`src/rtl/mbpe_pkg.sv`:
```
package mbpe_pkg;

    localparam int MAX_ROW_BYTES_DEF = 32;
    localparam int JOBQ_DEPTH        = 4;
    localparam int CFG_IDX_W         = 4;

    localparam logic [1:0] KIND_CALLER = 2'd0;
    localparam logic [1:0] KIND_FORE   = 2'd1;
    localparam logic [1:0] KIND_BACK   = 2'd2;

    localparam logic [CFG_IDX_W-1:0] REG_MASKED_MODE = 4'd0;
    localparam logic [CFG_IDX_W-1:0] REG_WIDTH       = 4'd1;
    localparam logic [CFG_IDX_W-1:0] REG_HEIGHT      = 4'd2;
    localparam logic [CFG_IDX_W-1:0] REG_ROW_BYTES   = 4'd3;
    localparam logic [CFG_IDX_W-1:0] REG_ORIGIN_X    = 4'd4;
    localparam logic [CFG_IDX_W-1:0] REG_ORIGIN_Y    = 4'd5;
    localparam logic [CFG_IDX_W-1:0] REG_DRAW_COLOR  = 4'd6;
    localparam logic [CFG_IDX_W-1:0] REG_BLEND_MODE  = 4'd7;

    typedef struct packed {
        logic        masked_mode;
        logic [7:0]  bitmap_width;
        logic [7:0]  bitmap_height;
        logic [5:0]  row_bytes;
        logic [15:0] origin_x;
        logic [15:0] origin_y;
        logic [7:0]  draw_color;
        logic [2:0]  blend_mode;
    } t_cfg;

    // One byte's worth of pixel work: bit 7 is the leftmost column.
    typedef struct packed {
        logic [7:0]  emit;
        logic [7:0]  fore;
        logic        masked;
        logic [15:0] x_base;
        logic [15:0] y;
    } t_job;

endpackage

```
`src/rtl/mbpe_front.sv`:
```
module mbpe_front
    import mbpe_pkg::*;
#(
    parameter int MAX_ROW_BYTES = MAX_ROW_BYTES_DEF
) (
    input  logic i_clk,
    input  logic i_rst_n,
    input  t_cfg i_cfg,
    input  logic i_restart,
    input  logic i_push,
    input  logic [7:0] i_data_byte,
    output logic o_full,
    input  logic i_jobq_full,
    output logic o_jobq_push,
    output t_job o_job
);

    localparam int AW = (MAX_ROW_BYTES > 1) ? $clog2(MAX_ROW_BYTES) : 1;
    localparam int IW = (AW > 6) ? AW : 6;
    localparam logic [7:0] MAX_RB = 8'(MAX_ROW_BYTES);

    typedef struct packed {
        logic [7:0]  data;
        logic [7:0]  colmask;
        logic        masked;
        logic [15:0] x_base;
        logic [15:0] y;
    } t_s1;

    logic [7:0] r_row, n_row;
    logic [5:0] r_bir, n_bir;
    logic       r_or_plane, n_or_plane;
    logic       r_done, n_done;

    logic [7:0] r_mask_mem [MAX_ROW_BYTES];
    logic [7:0] r_and_rd;

    logic r_s1_valid;
    t_s1  r_s1;
    t_s1  n_s1;

    logic          active, and_phase, accept, mem_we, job_go;
    logic [6:0]    bir_inc;
    logic          plane_end;
    logic [7:0]    row_inc;
    logic [IW-1:0] idx_wide;
    logic [AW-1:0] mem_idx;
    logic [7:0]    s1_emit;
    logic          s1_push, s1_move;
    logic [9:0]    col_base;

    always_comb begin
        active = !r_done && (i_cfg.bitmap_width != 8'd0) && (i_cfg.bitmap_height != 8'd0)
                 && (i_cfg.row_bytes != 6'd0) && ({2'b00, i_cfg.row_bytes} <= MAX_RB);
        and_phase = i_cfg.masked_mode && !r_or_plane;

        s1_emit = r_s1.masked ? (r_s1.colmask & (~r_and_rd | r_s1.data))
                              : (r_s1.colmask & r_s1.data);
        s1_push = r_s1_valid && (s1_emit != 8'd0);
        s1_move = !s1_push || !i_jobq_full;

        accept = i_push && s1_move;
        mem_we = accept && active && and_phase;
        job_go = accept && active && !and_phase;

        idx_wide = IW'(r_bir);
        mem_idx  = idx_wide[AW-1:0];

        bir_inc   = {1'b0, r_bir} + 7'd1;
        plane_end = bir_inc >= {1'b0, i_cfg.row_bytes};
        row_inc   = r_row + 8'd1;

        col_base = {1'b0, r_bir, 3'b000};
        for (int k = 0; k < 8; k++) begin
            n_s1.colmask[7-k] = (col_base + 10'(k)) < {2'b00, i_cfg.bitmap_width};
        end
        n_s1.data   = i_data_byte;
        n_s1.masked = i_cfg.masked_mode;
        n_s1.x_base = i_cfg.origin_x + 16'(col_base);
        n_s1.y      = i_cfg.origin_y + 16'(r_row);

        n_row      = r_row;
        n_bir      = r_bir;
        n_or_plane = r_or_plane;
        n_done     = r_done;
        if (mem_we) begin
            if (plane_end) begin
                n_bir      = 6'd0;
                n_or_plane = 1'b1;
            end else begin
                n_bir = bir_inc[5:0];
            end
        end else if (job_go) begin
            if (plane_end) begin
                n_bir      = 6'd0;
                n_or_plane = 1'b0;
                n_row      = row_inc;
                if (row_inc == 8'd0 || row_inc >= i_cfg.bitmap_height) begin
                    n_done = 1'b1;
                end
            end else begin
                n_bir = bir_inc[5:0];
            end
        end
    end

    always_ff @(posedge i_clk) begin
        if (!i_rst_n || i_restart) begin
            r_row      <= 8'd0;
            r_bir      <= 6'd0;
            r_or_plane <= 1'b0;
            r_done     <= 1'b0;
        end else begin
            r_row      <= n_row;
            r_bir      <= n_bir;
            r_or_plane <= n_or_plane;
            r_done     <= n_done;
        end
    end

    always_ff @(posedge i_clk) begin
        if (!i_rst_n) begin
            r_s1_valid <= 1'b0;
        end else if (s1_move) begin
            r_s1_valid <= job_go;
        end
    end

    always_ff @(posedge i_clk) begin
        if (job_go) begin
            r_s1 <= n_s1;
        end
    end

    // Mask buffer: AND bytes written, read back for the matching OR byte.
    always_ff @(posedge i_clk) begin
        if (mem_we) begin
            r_mask_mem[mem_idx] <= i_data_byte;
        end
        if (job_go) begin
            r_and_rd <= r_mask_mem[mem_idx];
        end
    end

    assign o_full        = !s1_move;
    assign o_jobq_push   = s1_push;
    assign o_job.emit    = s1_emit;
    assign o_job.fore    = r_s1.data;
    assign o_job.masked  = r_s1.masked;
    assign o_job.x_base  = r_s1.x_base;
    assign o_job.y       = r_s1.y;

endmodule

```
`src/rtl/mbpe_jobq.sv`:
```
module mbpe_jobq
    import mbpe_pkg::*;
(
    input  logic i_clk,
    input  logic i_rst_n,
    input  logic i_push,
    input  t_job i_job,
    output logic o_full,
    input  logic i_pop,
    output t_job o_job,
    output logic o_empty
);

    localparam int PW = $clog2(JOBQ_DEPTH);
    localparam int CW = $clog2(JOBQ_DEPTH + 1);

    t_job          r_mem [JOBQ_DEPTH];
    logic [PW-1:0] r_wr_ptr, r_rd_ptr;
    logic [CW-1:0] r_count;
    logic          do_push, do_pop;

    assign o_full  = r_count == CW'(JOBQ_DEPTH);
    assign o_empty = r_count == '0;
    assign do_push = i_push && !o_full;
    assign do_pop  = i_pop && !o_empty;
    assign o_job   = r_mem[r_rd_ptr];

    always_ff @(posedge i_clk) begin
        if (!i_rst_n) begin
            r_wr_ptr <= '0;
            r_rd_ptr <= '0;
            r_count  <= '0;
        end else begin
            if (do_push) begin
                r_wr_ptr <= r_wr_ptr + PW'(1);
            end
            if (do_pop) begin
                r_rd_ptr <= r_rd_ptr + PW'(1);
            end
            if (do_push && !do_pop) begin
                r_count <= r_count + CW'(1);
            end else if (do_pop && !do_push) begin
                r_count <= r_count - CW'(1);
            end
        end
    end

    always_ff @(posedge i_clk) begin
        if (do_push) begin
            r_mem[r_wr_ptr] <= i_job;
        end
    end

endmodule

```
`src/rtl/mbpe_back.sv`:
```
module mbpe_back
    import mbpe_pkg::*;
(
    input  logic        i_clk,
    input  logic        i_rst_n,
    input  t_cfg        i_cfg,
    input  t_job        i_job,
    input  logic        i_jobq_empty,
    output logic        o_jobq_pop,
    output logic        o_empty,
    input  logic        i_pop,
    output logic [15:0] o_pixel_x,
    output logic [15:0] o_pixel_y,
    output logic [1:0]  o_paint_kind,
    output logic [7:0]  o_pixel_color,
    output logic [2:0]  o_pixel_blend,
    output logic        o_last_of_item
);

    logic        r_bvalid;
    logic [7:0]  r_rem;
    logic [7:0]  r_fore;
    logic        r_masked;
    logic [15:0] r_x_base;
    logic [15:0] r_y;

    logic        r_ovalid;
    logic [15:0] r_o_x, r_o_y;
    logic [1:0]  r_o_kind;
    logic [7:0]  r_o_color;
    logic [2:0]  r_o_blend;
    logic        r_o_last;

    logic [2:0]  sel;
    logic        found;
    logic [7:0]  bit_oh, rem_next;
    logic        last, advance, step, load;
    logic [1:0]  kind;

    always_comb begin
        sel   = 3'd0;
        found = 1'b0;
        for (int k = 0; k < 8; k++) begin
            if (!found && r_rem[7-k]) begin
                sel   = 3'(k);
                found = 1'b1;
            end
        end
        bit_oh   = 8'h80 >> sel;
        rem_next = r_rem & ~bit_oh;
        last     = rem_next == 8'd0;
        advance  = !r_ovalid || i_pop;
        step     = r_bvalid && advance;
        load     = !i_jobq_empty && (!r_bvalid || (step && last));
        if (!r_masked) begin
            kind = KIND_CALLER;
        end else if ((r_fore & bit_oh) != 8'd0) begin
            kind = KIND_FORE;
        end else begin
            kind = KIND_BACK;
        end
    end

    always_ff @(posedge i_clk) begin
        if (!i_rst_n) begin
            r_bvalid <= 1'b0;
        end else if (load) begin
            r_bvalid <= 1'b1;
        end else if (step && last) begin
            r_bvalid <= 1'b0;
        end
    end

    always_ff @(posedge i_clk) begin
        if (load) begin
            r_rem    <= i_job.emit;
            r_fore   <= i_job.fore;
            r_masked <= i_job.masked;
            r_x_base <= i_job.x_base;
            r_y      <= i_job.y;
        end else if (step) begin
            r_rem <= rem_next;
        end
    end

    always_ff @(posedge i_clk) begin
        if (!i_rst_n) begin
            r_ovalid <= 1'b0;
        end else if (step) begin
            r_ovalid <= 1'b1;
        end else if (i_pop) begin
            r_ovalid <= 1'b0;
        end
    end

    always_ff @(posedge i_clk) begin
        if (step) begin
            r_o_x     <= r_x_base + 16'(sel);
            r_o_y     <= r_y;
            r_o_kind  <= kind;
            r_o_color <= (kind == KIND_CALLER) ? i_cfg.draw_color : 8'd0;
            r_o_blend <= (kind == KIND_CALLER) ? i_cfg.blend_mode : 3'd0;
            r_o_last  <= last;
        end
    end

    assign o_jobq_pop     = load;
    assign o_empty        = !r_ovalid;
    assign o_pixel_x      = r_o_x;
    assign o_pixel_y      = r_o_y;
    assign o_paint_kind   = r_o_kind;
    assign o_pixel_color  = r_o_color;
    assign o_pixel_blend  = r_o_blend;
    assign o_last_of_item = r_o_last;

endmodule

```
`src/rtl/mono_bitmap_pixel_expander_top.sv`:
```
// A byte accepted passes the front stage register, the job queue, the pixel stepper and the
// result register before its first pixel shows. One byte per cycle is taken while the job queue
// has room; pixels leave the stepper at one per cycle unless an unpopped result stalls it.
// Bytes that yield nothing (AND plane, past the image, zero size) never reach the back end.
// Reset (synchronous, active low) clears the configuration to zero, the traversal and all queues;
// the mask buffer is not cleared and holds garbage until the AND plane of a row writes it.
module mono_bitmap_pixel_expander_top
    import mbpe_pkg::*;
#(
    parameter int MAX_ROW_BYTES = MAX_ROW_BYTES_DEF
) (
    input  logic                 i_clk,
    input  logic                 i_rst_n,
    // configuration write port
    input  logic                 i_cfg_wr_en,
    input  logic [CFG_IDX_W-1:0] i_cfg_idx,
    input  logic [15:0]          i_cfg_data,
    // input item queue side
    input  logic                 push,
    output logic                 full,
    input  logic [7:0]           i_data_byte,
    // result item queue side
    output logic                 empty,
    input  logic                 pop,
    output logic [15:0]          o_pixel_x,
    output logic [15:0]          o_pixel_y,
    output logic [1:0]           o_paint_kind,
    output logic [7:0]           o_pixel_color,
    output logic [2:0]           o_pixel_blend,
    output logic                 o_last_of_item
);

    t_cfg r_cfg;
    logic restart;
    logic jobq_push, jobq_full, jobq_pop, jobq_empty;
    t_job job_in, job_out;

    // Any write to a known register restarts the traversal at row zero.
    assign restart = i_cfg_wr_en && (i_cfg_idx <= REG_BLEND_MODE);

    always_ff @(posedge i_clk) begin
        if (!i_rst_n) begin
            r_cfg <= '0;
        end else if (i_cfg_wr_en) begin
            unique case (i_cfg_idx)
                REG_MASKED_MODE: r_cfg.masked_mode   <= i_cfg_data[0];
                REG_WIDTH:       r_cfg.bitmap_width  <= i_cfg_data[7:0];
                REG_HEIGHT:      r_cfg.bitmap_height <= i_cfg_data[7:0];
                REG_ROW_BYTES:   r_cfg.row_bytes     <= i_cfg_data[5:0];
                REG_ORIGIN_X:    r_cfg.origin_x      <= i_cfg_data;
                REG_ORIGIN_Y:    r_cfg.origin_y      <= i_cfg_data;
                REG_DRAW_COLOR:  r_cfg.draw_color    <= i_cfg_data[7:0];
                REG_BLEND_MODE:  r_cfg.blend_mode    <= i_cfg_data[2:0];
                default: ;  // unused index: drop the write
            endcase
        end
    end

    // Front: track row/plane position, buffer AND bytes, build per-byte jobs.
    mbpe_front #(
        .MAX_ROW_BYTES(MAX_ROW_BYTES)
    ) u_front (
        .i_clk       (i_clk),
        .i_rst_n     (i_rst_n),
        .i_cfg       (r_cfg),
        .i_restart   (restart),
        .i_push      (push),
        .i_data_byte (i_data_byte),
        .o_full      (full),
        .i_jobq_full (jobq_full),
        .o_jobq_push (jobq_push),
        .o_job       (job_in)
    );

    // Short queue so the front keeps taking bytes while the back emits pixels.
    mbpe_jobq u_jobq (
        .i_clk   (i_clk),
        .i_rst_n (i_rst_n),
        .i_push  (jobq_push),
        .i_job   (job_in),
        .o_full  (jobq_full),
        .i_pop   (jobq_pop),
        .o_job   (job_out),
        .o_empty (jobq_empty)
    );

    // Back: step through the set bits of each job, one pixel per cycle unless an unpopped result stalls it.
    mbpe_back u_back (
        .i_clk          (i_clk),
        .i_rst_n        (i_rst_n),
        .i_cfg          (r_cfg),
        .i_job          (job_out),
        .i_jobq_empty   (jobq_empty),
        .o_jobq_pop     (jobq_pop),
        .o_empty        (empty),
        .i_pop          (pop),
        .o_pixel_x      (o_pixel_x),
        .o_pixel_y      (o_pixel_y),
        .o_paint_kind   (o_paint_kind),
        .o_pixel_color  (o_pixel_color),
        .o_pixel_blend  (o_pixel_blend),
        .o_last_of_item (o_last_of_item)
    );

endmodule
```
`config.mk`:
```
export PLATFORM = sky130hd
export DESIGN_NAME = mono_bitmap_pixel_expander_top
export DESIGN_NICKNAME = d
export VERILOG_FILES = /design/src/rtl/mbpe_pkg.sv /design/src/rtl/mbpe_front.sv /design/src/rtl/mbpe_jobq.sv /design/src/rtl/mbpe_back.sv /design/src/rtl/mono_bitmap_pixel_expander_top.sv
export SDC_FILE = /design/constraint.sdc
export NUM_CORES = 1
export LEC_CHECK = 0
export ABC_AREA = 1
export BUFFER_PORTS_ARGS = -buffer_cell sky130_fd_sc_hd__buf_2
export CORE_MARGIN = 2
export CORE_UTILIZATION = 50
export CTS_CLUSTER_SIZE = 12
export DETAILED_ROUTE_END_ITERATION = 10
export MAX_ROUTING_LAYER = met4
export PLACE_DENSITY = 0.65
export SLEW_MARGIN = 20
export SYNTH_ARGS = -nofsm -noshare
export SYNTH_HDL_FRONTEND = slang
export SYNTH_SLANG_ARGS = --single-unit
export TNS_END_PERCENT = 30
```
`constraint.sdc`:
```
create_clock -name i_clk -period 5.2 [get_ports i_clk]
set_input_delay 0 -clock i_clk [delete_from_list [all_inputs] [get_ports i_clk]]
set_output_delay 0 -clock i_clk [all_outputs]
set_load 0.02 [all_outputs]
```
== Yosys cells after proc, flatten, opt, wreduce, memory -nomap -nowiden ==
Memory sizes are Yosys's and may differ from the RTL's. A register that Yosys moved wholly into a read port is not among the register bits.
Cells that the tools add are included.
Cells by class
  add/sub/neg operators: 16
  magnitude comparators: 12
  eq/ne operators: 10
  shift operators: 1
  multiplexer cells: 38
  bitwise logic cells: 8
  reduce and logical (&&, ||, !) cells: 75
Operators with widths (count)
  $lt A10 B8 Y1: 7
  $add A9 B3 Y10 const B: 4
  $and A8 B8 Y8: 4
  $reduce_bool A8 Y1: 4
  $logic_and A1 B1 Y1: 25
  $mux W8: 3
  $add A9 B2 Y10 const B: 2
  $mux W1: 20
  $logic_not A1 Y1: 19
  $mux W3: 6
  $mux W6: 3
  $add A16 B3 Y16: 1
  $add A16 B8 Y16: 1
  $add A16 B9 Y16: 1
  $eq A4 B3 Y1 const B: 4
  $logic_not A8 Y1: 2
  $not A8 Y8: 2
  $reduce_and A2 Y1: 8
  $mux W2: 6
  $add A9 B1 Y10 const B: 1
  $reduce_bool A2 Y1: 5
  $lt A9 B8 Y1: 1
  $add A8 B1 Y8 const B: 1
  $eq A4 B2 Y1 const B: 2
  21 further kinds: 28
Storage, ports and cells
  register bits after elaboration: 236
  memory bits (writable): 452
  output and inout port bits: 48
  logic and storage cells: 196
  memories: 2
Memory list
  u_front.r_mask_mem: depth 32, width 8, rd ports 1, clocked after memory_dff 1, wr ports 1, line mbpe_front.sv:35  | logic [7:0] r_mask_mem [MAX_ROW_BYTES];
  u_jobq.r_mem: depth 4, width 49, rd ports 1, clocked after memory_dff 1, wr ports 1, line mbpe_jobq.sv:17  | t_job r_mem [JOBQ_DEPTH];

== Depth between registers and ports, before layout ==
  depth in word-level cells: 33
  depth in mapped cells: 17
  mapped depth without buffers: 17

== By module ==
Synthesis repeated with hierarchy kept, for this count alone.
Second synthesis, totals
  cell total of the unflattened synthesis: 2541
  area, all modules: 29109.2 um2
By module, submodules not included
  mbpe_front: times used 1, cells an instance 1324, area each 14849.2 um2
  mbpe_jobq: times used 1, cells an instance 544, area each 7747.4 um2
  mbpe_back: times used 1, cells an instance 278, area each 3802.4 um2
  mono_bitmap_pixel_expander_top: times used 1, cells an instance 395, area each 2710.1 um2

== Worst setup path after synthesis ==
OpenSTA, ideal clock, no wires.
  path kind: reg-to-reg
  start: register u_front.r_s1, in the netlist u_front.o_job[32]
  end: register u_front.r_s1, in the netlist u_front.o_job[0], enable pin
  arrival time: 3546 ps
  data required time: 4727 ps
  setup slack: 1181 ps
  stages on the path, launching flop included: 10
  path buffers: 0
  clock period less this slack: 4019 ps
  cells stage by stage: edfxtp_1 -> inv_2 -> o21bai_1 -> nand2_1 -> nand2_1 -> nor2_1 -> nand2_1 -> nand3_1 -> nand2_1 -> nor2_1
On the way
  longest elaborated chain between the ends: 8
Ends and longest elaborated chain
  start, declared: line mbpe_front.sv:39  | t_s1 r_s1;
  start signal, assigned: line mbpe_front.sv:131  | r_s1 <= n_s1;
  $mux W8: line mbpe_front.sv:57  | s1_emit = r_s1.masked ? (r_s1.colmask & (~r_and_rd | r_s1.data))
  $reduce_bool A8 Y1: line mbpe_front.sv:59  | s1_push = r_s1_valid && (s1_emit != 8'd0);
  $logic_and A1 B1 Y1: line mbpe_front.sv:59
  $logic_not A1 Y1: line mbpe_front.sv:60  | s1_move = !s1_push || !i_jobq_full;
  $logic_or A1 B1 Y1: line mbpe_front.sv:60
  $logic_and A1 B1 Y1: line mbpe_front.sv:62  | accept = i_push && s1_move;
  $logic_and A1 B1 Y1 (2 in a row): line mbpe_front.sv:64  | job_go = accept && active && !and_phase;
  via u_front.job_go: line mbpe_front.sv:42  | logic active, and_phase, accept, mem_we, job_go;
The timed path passes the listed nets, and every way through them passes these cells.
A chain may end at the register's enable or synchronous reset.

== Worst setup path after layout ==
  start: register u_front.r_s1, in the netlist u_front.o_job[32]
  end: memory u_front.r_mask_mem[15][7], enable pin
On the way
  longest elaborated chain between the ends: 10
Ends and longest elaborated chain
  $mux W8: line mbpe_front.sv:57
  $reduce_bool A8 Y1: line mbpe_front.sv:59
  $logic_and A1 B1 Y1: line mbpe_front.sv:59
  $logic_not A1 Y1: line mbpe_front.sv:60
  $logic_or A1 B1 Y1: line mbpe_front.sv:60
  $logic_and A1 B1 Y1: line mbpe_front.sv:62
  $logic_and A1 B1 Y1 (2 in a row): line mbpe_front.sv:63  | mem_we = accept && active && and_phase;
  $mux W1: line mbpe_front.sv:137  | if (mem_we) begin
  $mux W1 (implied by the code): line mbpe_front.sv:138  | r_mask_mem[mem_idx] <= i_data_byte;
  end, declared: line mbpe_front.sv:35
No other way between the ends.

==> reports/qor.yml <==
status: "finished clean"
ioPinCount: 81
ys_warn_count: 0
critPathMaxStageDelay_ns: 0.70
numClockSinks: 698
overflow: 0
cp_max_fo: 13
layout_min_cycle_time_ns: 3.53
fin_util_pct: 57.2
drtIter0Drc: 1571
slowest_stage: "nor2_1"
route.detailed.wl_per_inst_um: 19.9
whs_ns: 0.0493
numCtsBuffers: 73
diodes: 0
first_pass_iters: 6
ir_worst_vdd_mv: 0.314
netlist_instances: 2284
start_kind: "register"
grtUsageMet3_pct: 4.02
final_cells: 3187
r2r-start: "u_front.o_job[32]$_DFFE_PP_"
synth_compound_area_share_pct: 10.5
ys.flop_type: "edfxtp_1"
synth_area_leaders: "edfxtp_1 (65%), dfxtp_1 (6.7%), o21ai_0 (5.7%), nor2_1 (5.3%), nand2_1 (2.7%)"
h-tree-depth: 3
r2r-end: "u_front.r_mask_mem[15][7]$_DFFE_PP_"
power.density_mw_per_mm2: 440
placed_cells: 3035
grt_use_met2_pct: 35.7
setup_viol: 0
path_cells: "inv_2 > o21bai_1 > nand2_1 > nand2_1 > nor2_1 > nand2_1 > nand3_1 > nand2_1 > nor2_1 > nand2_1 > nor2_1"
r2r_setup_slack_ns: 1.67
cts-root-buf: "clkbuf_16"
finalSetupTns_ns: 0
cp.arrival_ns: 3.77
post-cts-setup-buffers: 0
hpwl_um: 39400
cts_buffer_depth: 3
netlist_area_mm2: 0.0279
nNetsFinal: 2476
worstRegToRegCells: 11
ys_seq_area_share_pct: 71.8
tightest_slew_ns: 1.03
cts_tree: "yes"
synth-adder-area-share_pct: 2.44
cp_common_cell: "nand2_1"
synth_top_family_by_area: "compound AO/OA/AOI/OAI gates"
fmax_ghz: 0.284
hp-class: "in -> reg"
syn_nets: 2369
hold_violations: 0
endpoint: "u_front.r_mask_mem[15][7]$_DFFE_PP_"
ant_nets: 0
syn_to_final_growth_pct: 13.0
crit_required_ns: 5.44
die_w_um: 240
crit_path_end_kind: "register"
rsz0062_at_grt: "no"
synth-xor-area-share_pct: 1.44
busiest_layer: "met2"
maxSlewHeadroom_pct: 31.3
grt_start_max_net_pins: 99
synth.avg_cell_area_um2: 12.2
gp_congestion: 0.902
synth-edff-count: 604
layout-drive-gt1-share_pct: 9.31
core_area_mm2: 0.0551
clk_pin_slew_ns: 0.06
die_h_um: 240
ys_ff_latch: 698
fp-row-count: 86
cp-startpoint: "u_front.o_job[32]$_DFFE_PP_"
clk-insertion-delay-late_ns: 0.61
synthSimpleGateAreaFrac_pct: 10.3
drv_slew: 0
grt_pass1_wl_um: 96600
initial_core_util_pct: 50.6
muxShareOfSynthArea_pct: 0
placement.io_buffers: 80
gr-usage-met1_pct: 30.5
vias: 17600
p_leak_nw: 11.2
async_reset_ff_share_pct: 0
skew_ns: 0.0146
hold_depth: 1
worstSetupPathType: "reg -> reg"
viasPerCell: 5.53
grt_usage_pct: 22.8
grt_pass1_vias: 16700
wirelength_um: 63500
fin_crit_sh_pct: 67.8
fin_total_pwr_mw: 13.9
grt_antenna_before_repair: 0
yosys.area.top_type_share_pct: 65.0
yosys.cell_types.count: 44
yosysTopAreaCell: "edfxtp_1"
drcViolationCount: 0
dieArea_mm2: 0.0577
cap_violations: 0
synthesized netlist by cell type, drive strengths merged, types with 2 or more instances:
library cell	instances
edfxtp	604
nor2	397
o21ai	318
nand2	209
inv	154
o22ai	113
dfxtp	94
a21oi	86
clkbuf	81
ha	48
nand3	32
xor2	32
nand4	29
buf	14
nor3	14
xnor2	14
o21bai	11
or2	7
fa	4
a31oi	3
clkinv	3
nor3b	3
o211ai	3
o21a	3
a22o	2
or3	2
flip-flops by register name, indices dropped and copies added (netlist names), 3 cells and up, named ones only:
| name | flops |
|---|---|
| u_front.r_mask_mem | 256 |
| u_back.o_pixel_y | 16 |
| u_front.o_job | 41 |
| u_jobq.r_mem | 196 |
| u_front.r_and_rd | 8 |
| u_back.r_rem | 8 |
| u_front.r_row | 8 |
| u_front.r_s1 | 8 |
| u_back.o_pixel_color | 8 |
| u_back.o_pixel_blend | 3 |
| u_back.r_y | 16 |
| u_back.o_pixel_x | 16 |
| u_jobq.r_count | 3 |
| r_cfg | 66 |
| u_back.r_x_base | 16 |
| u_front.idx_wide | 6 |
| u_back.r_fore | 8 |
kinds of logic after synthesis:
group                    count (synthesis)
flip-flops                             698
XOR/XNOR                                46
adder cells (fa/ha/maj)                 52
AO/OA/AOI/OAI                          540
AND/OR/NAND/NOR                        696
buffers and inverters                  252
layout make-up:
cell class	count	area, µm²
fill	4540	23600
sequential	698	20000
multi-input combinational	1334	6930
clock buffer	98	1990
tap	748	936
timing repair buffer	127	838
inverter	157	596
clock inverter	25	206
where the power goes:
group | switching (mW) | leakage, nW | internal (mW)
Sequential | 0.212 | 6.23 | 6.73
Combinational | 1.51 | 3.92 | 0.590
Clock | 2.05 | 1.07 | 2.79
per-stage QoR:
step	setup slack [ns]	instance area (µm²)
5_1_grt	1.34	31500
3_3_place_gp	1.79	29000
4_1_cts	1.65	31500
6_report	1.67	31500
2_1_floorplan	1.18	27900
3_5_place_dp	1.68	29000
worst min-delay path by stage:
stage	startpoint	end	slack, ns
floorplan	i_data_byte[0]	u_front.o_job[33]$_DFFE_PP_	0.1
global placement	i_cfg_data[11]	r_cfg[22]$_SDFFE_PN0P_	0.28
detailed placement	i_cfg_data[8]	r_cfg[19]$_SDFFE_PN0P_	0.29
CTS	push	u_front.r_or_plane$_SDFFE_PP0P_	0.03
global route	push	u_front.r_or_plane$_SDFFE_PP0P_	0.04
finish	i_data_byte[5]	u_front.r_mask_mem[28][5]$_DFFE_PP_	0.05
routing by layer:
layer  up-vias  wire [µm]
met5         -          0
met4         0       1780
met3       146       3940
met2       621      29800
met1      8501      27900
li1       8356          -
what timing repair did:
item                      CTS  global route
hold buffers               29             0
hold endpoints to repair   78             0
gates resized for setup     0             0
critical path: cells and delay by family (launching register included):
| family | cells | cell delay [ns] |
|---|---|---|
| simple gates | 9 | 2.46 |
| flops | 1 | 0.44 |
| buf+inv | 1 | 0.16 |
| compound gates | 1 | 0.08 |
cells in the final DEF (no fill, tap or decap), types with 3 or more instances in the layout:
master,count
edfxtp_1,604
nor2_1,385
o21ai_0,315
nand2_1,202
inv_1,147
o22ai_1,113
dfxtp_1,91
a21oi_1,86
buf_2,80
clkbuf_16,75
ha_1,48
xor2_1,32
nand3_1,29
dlygate4sd3_1,29
nand4_1,27
clkbuf_1,20
buf_4,17
clkinv_1,15
nor3_1,14
xnor2_1,14
o21bai_1,10
nor2_4,9
inv_2,7
or2_1,6
nand2_2,5
clkinv_2,4
fa_1,4
nor3b_1,3
o211ai_1,3
a31oi_1,3
o21a_1,3
nand3_2,3
clkbuf_8,3
Power figures use the tool's default switching activity.
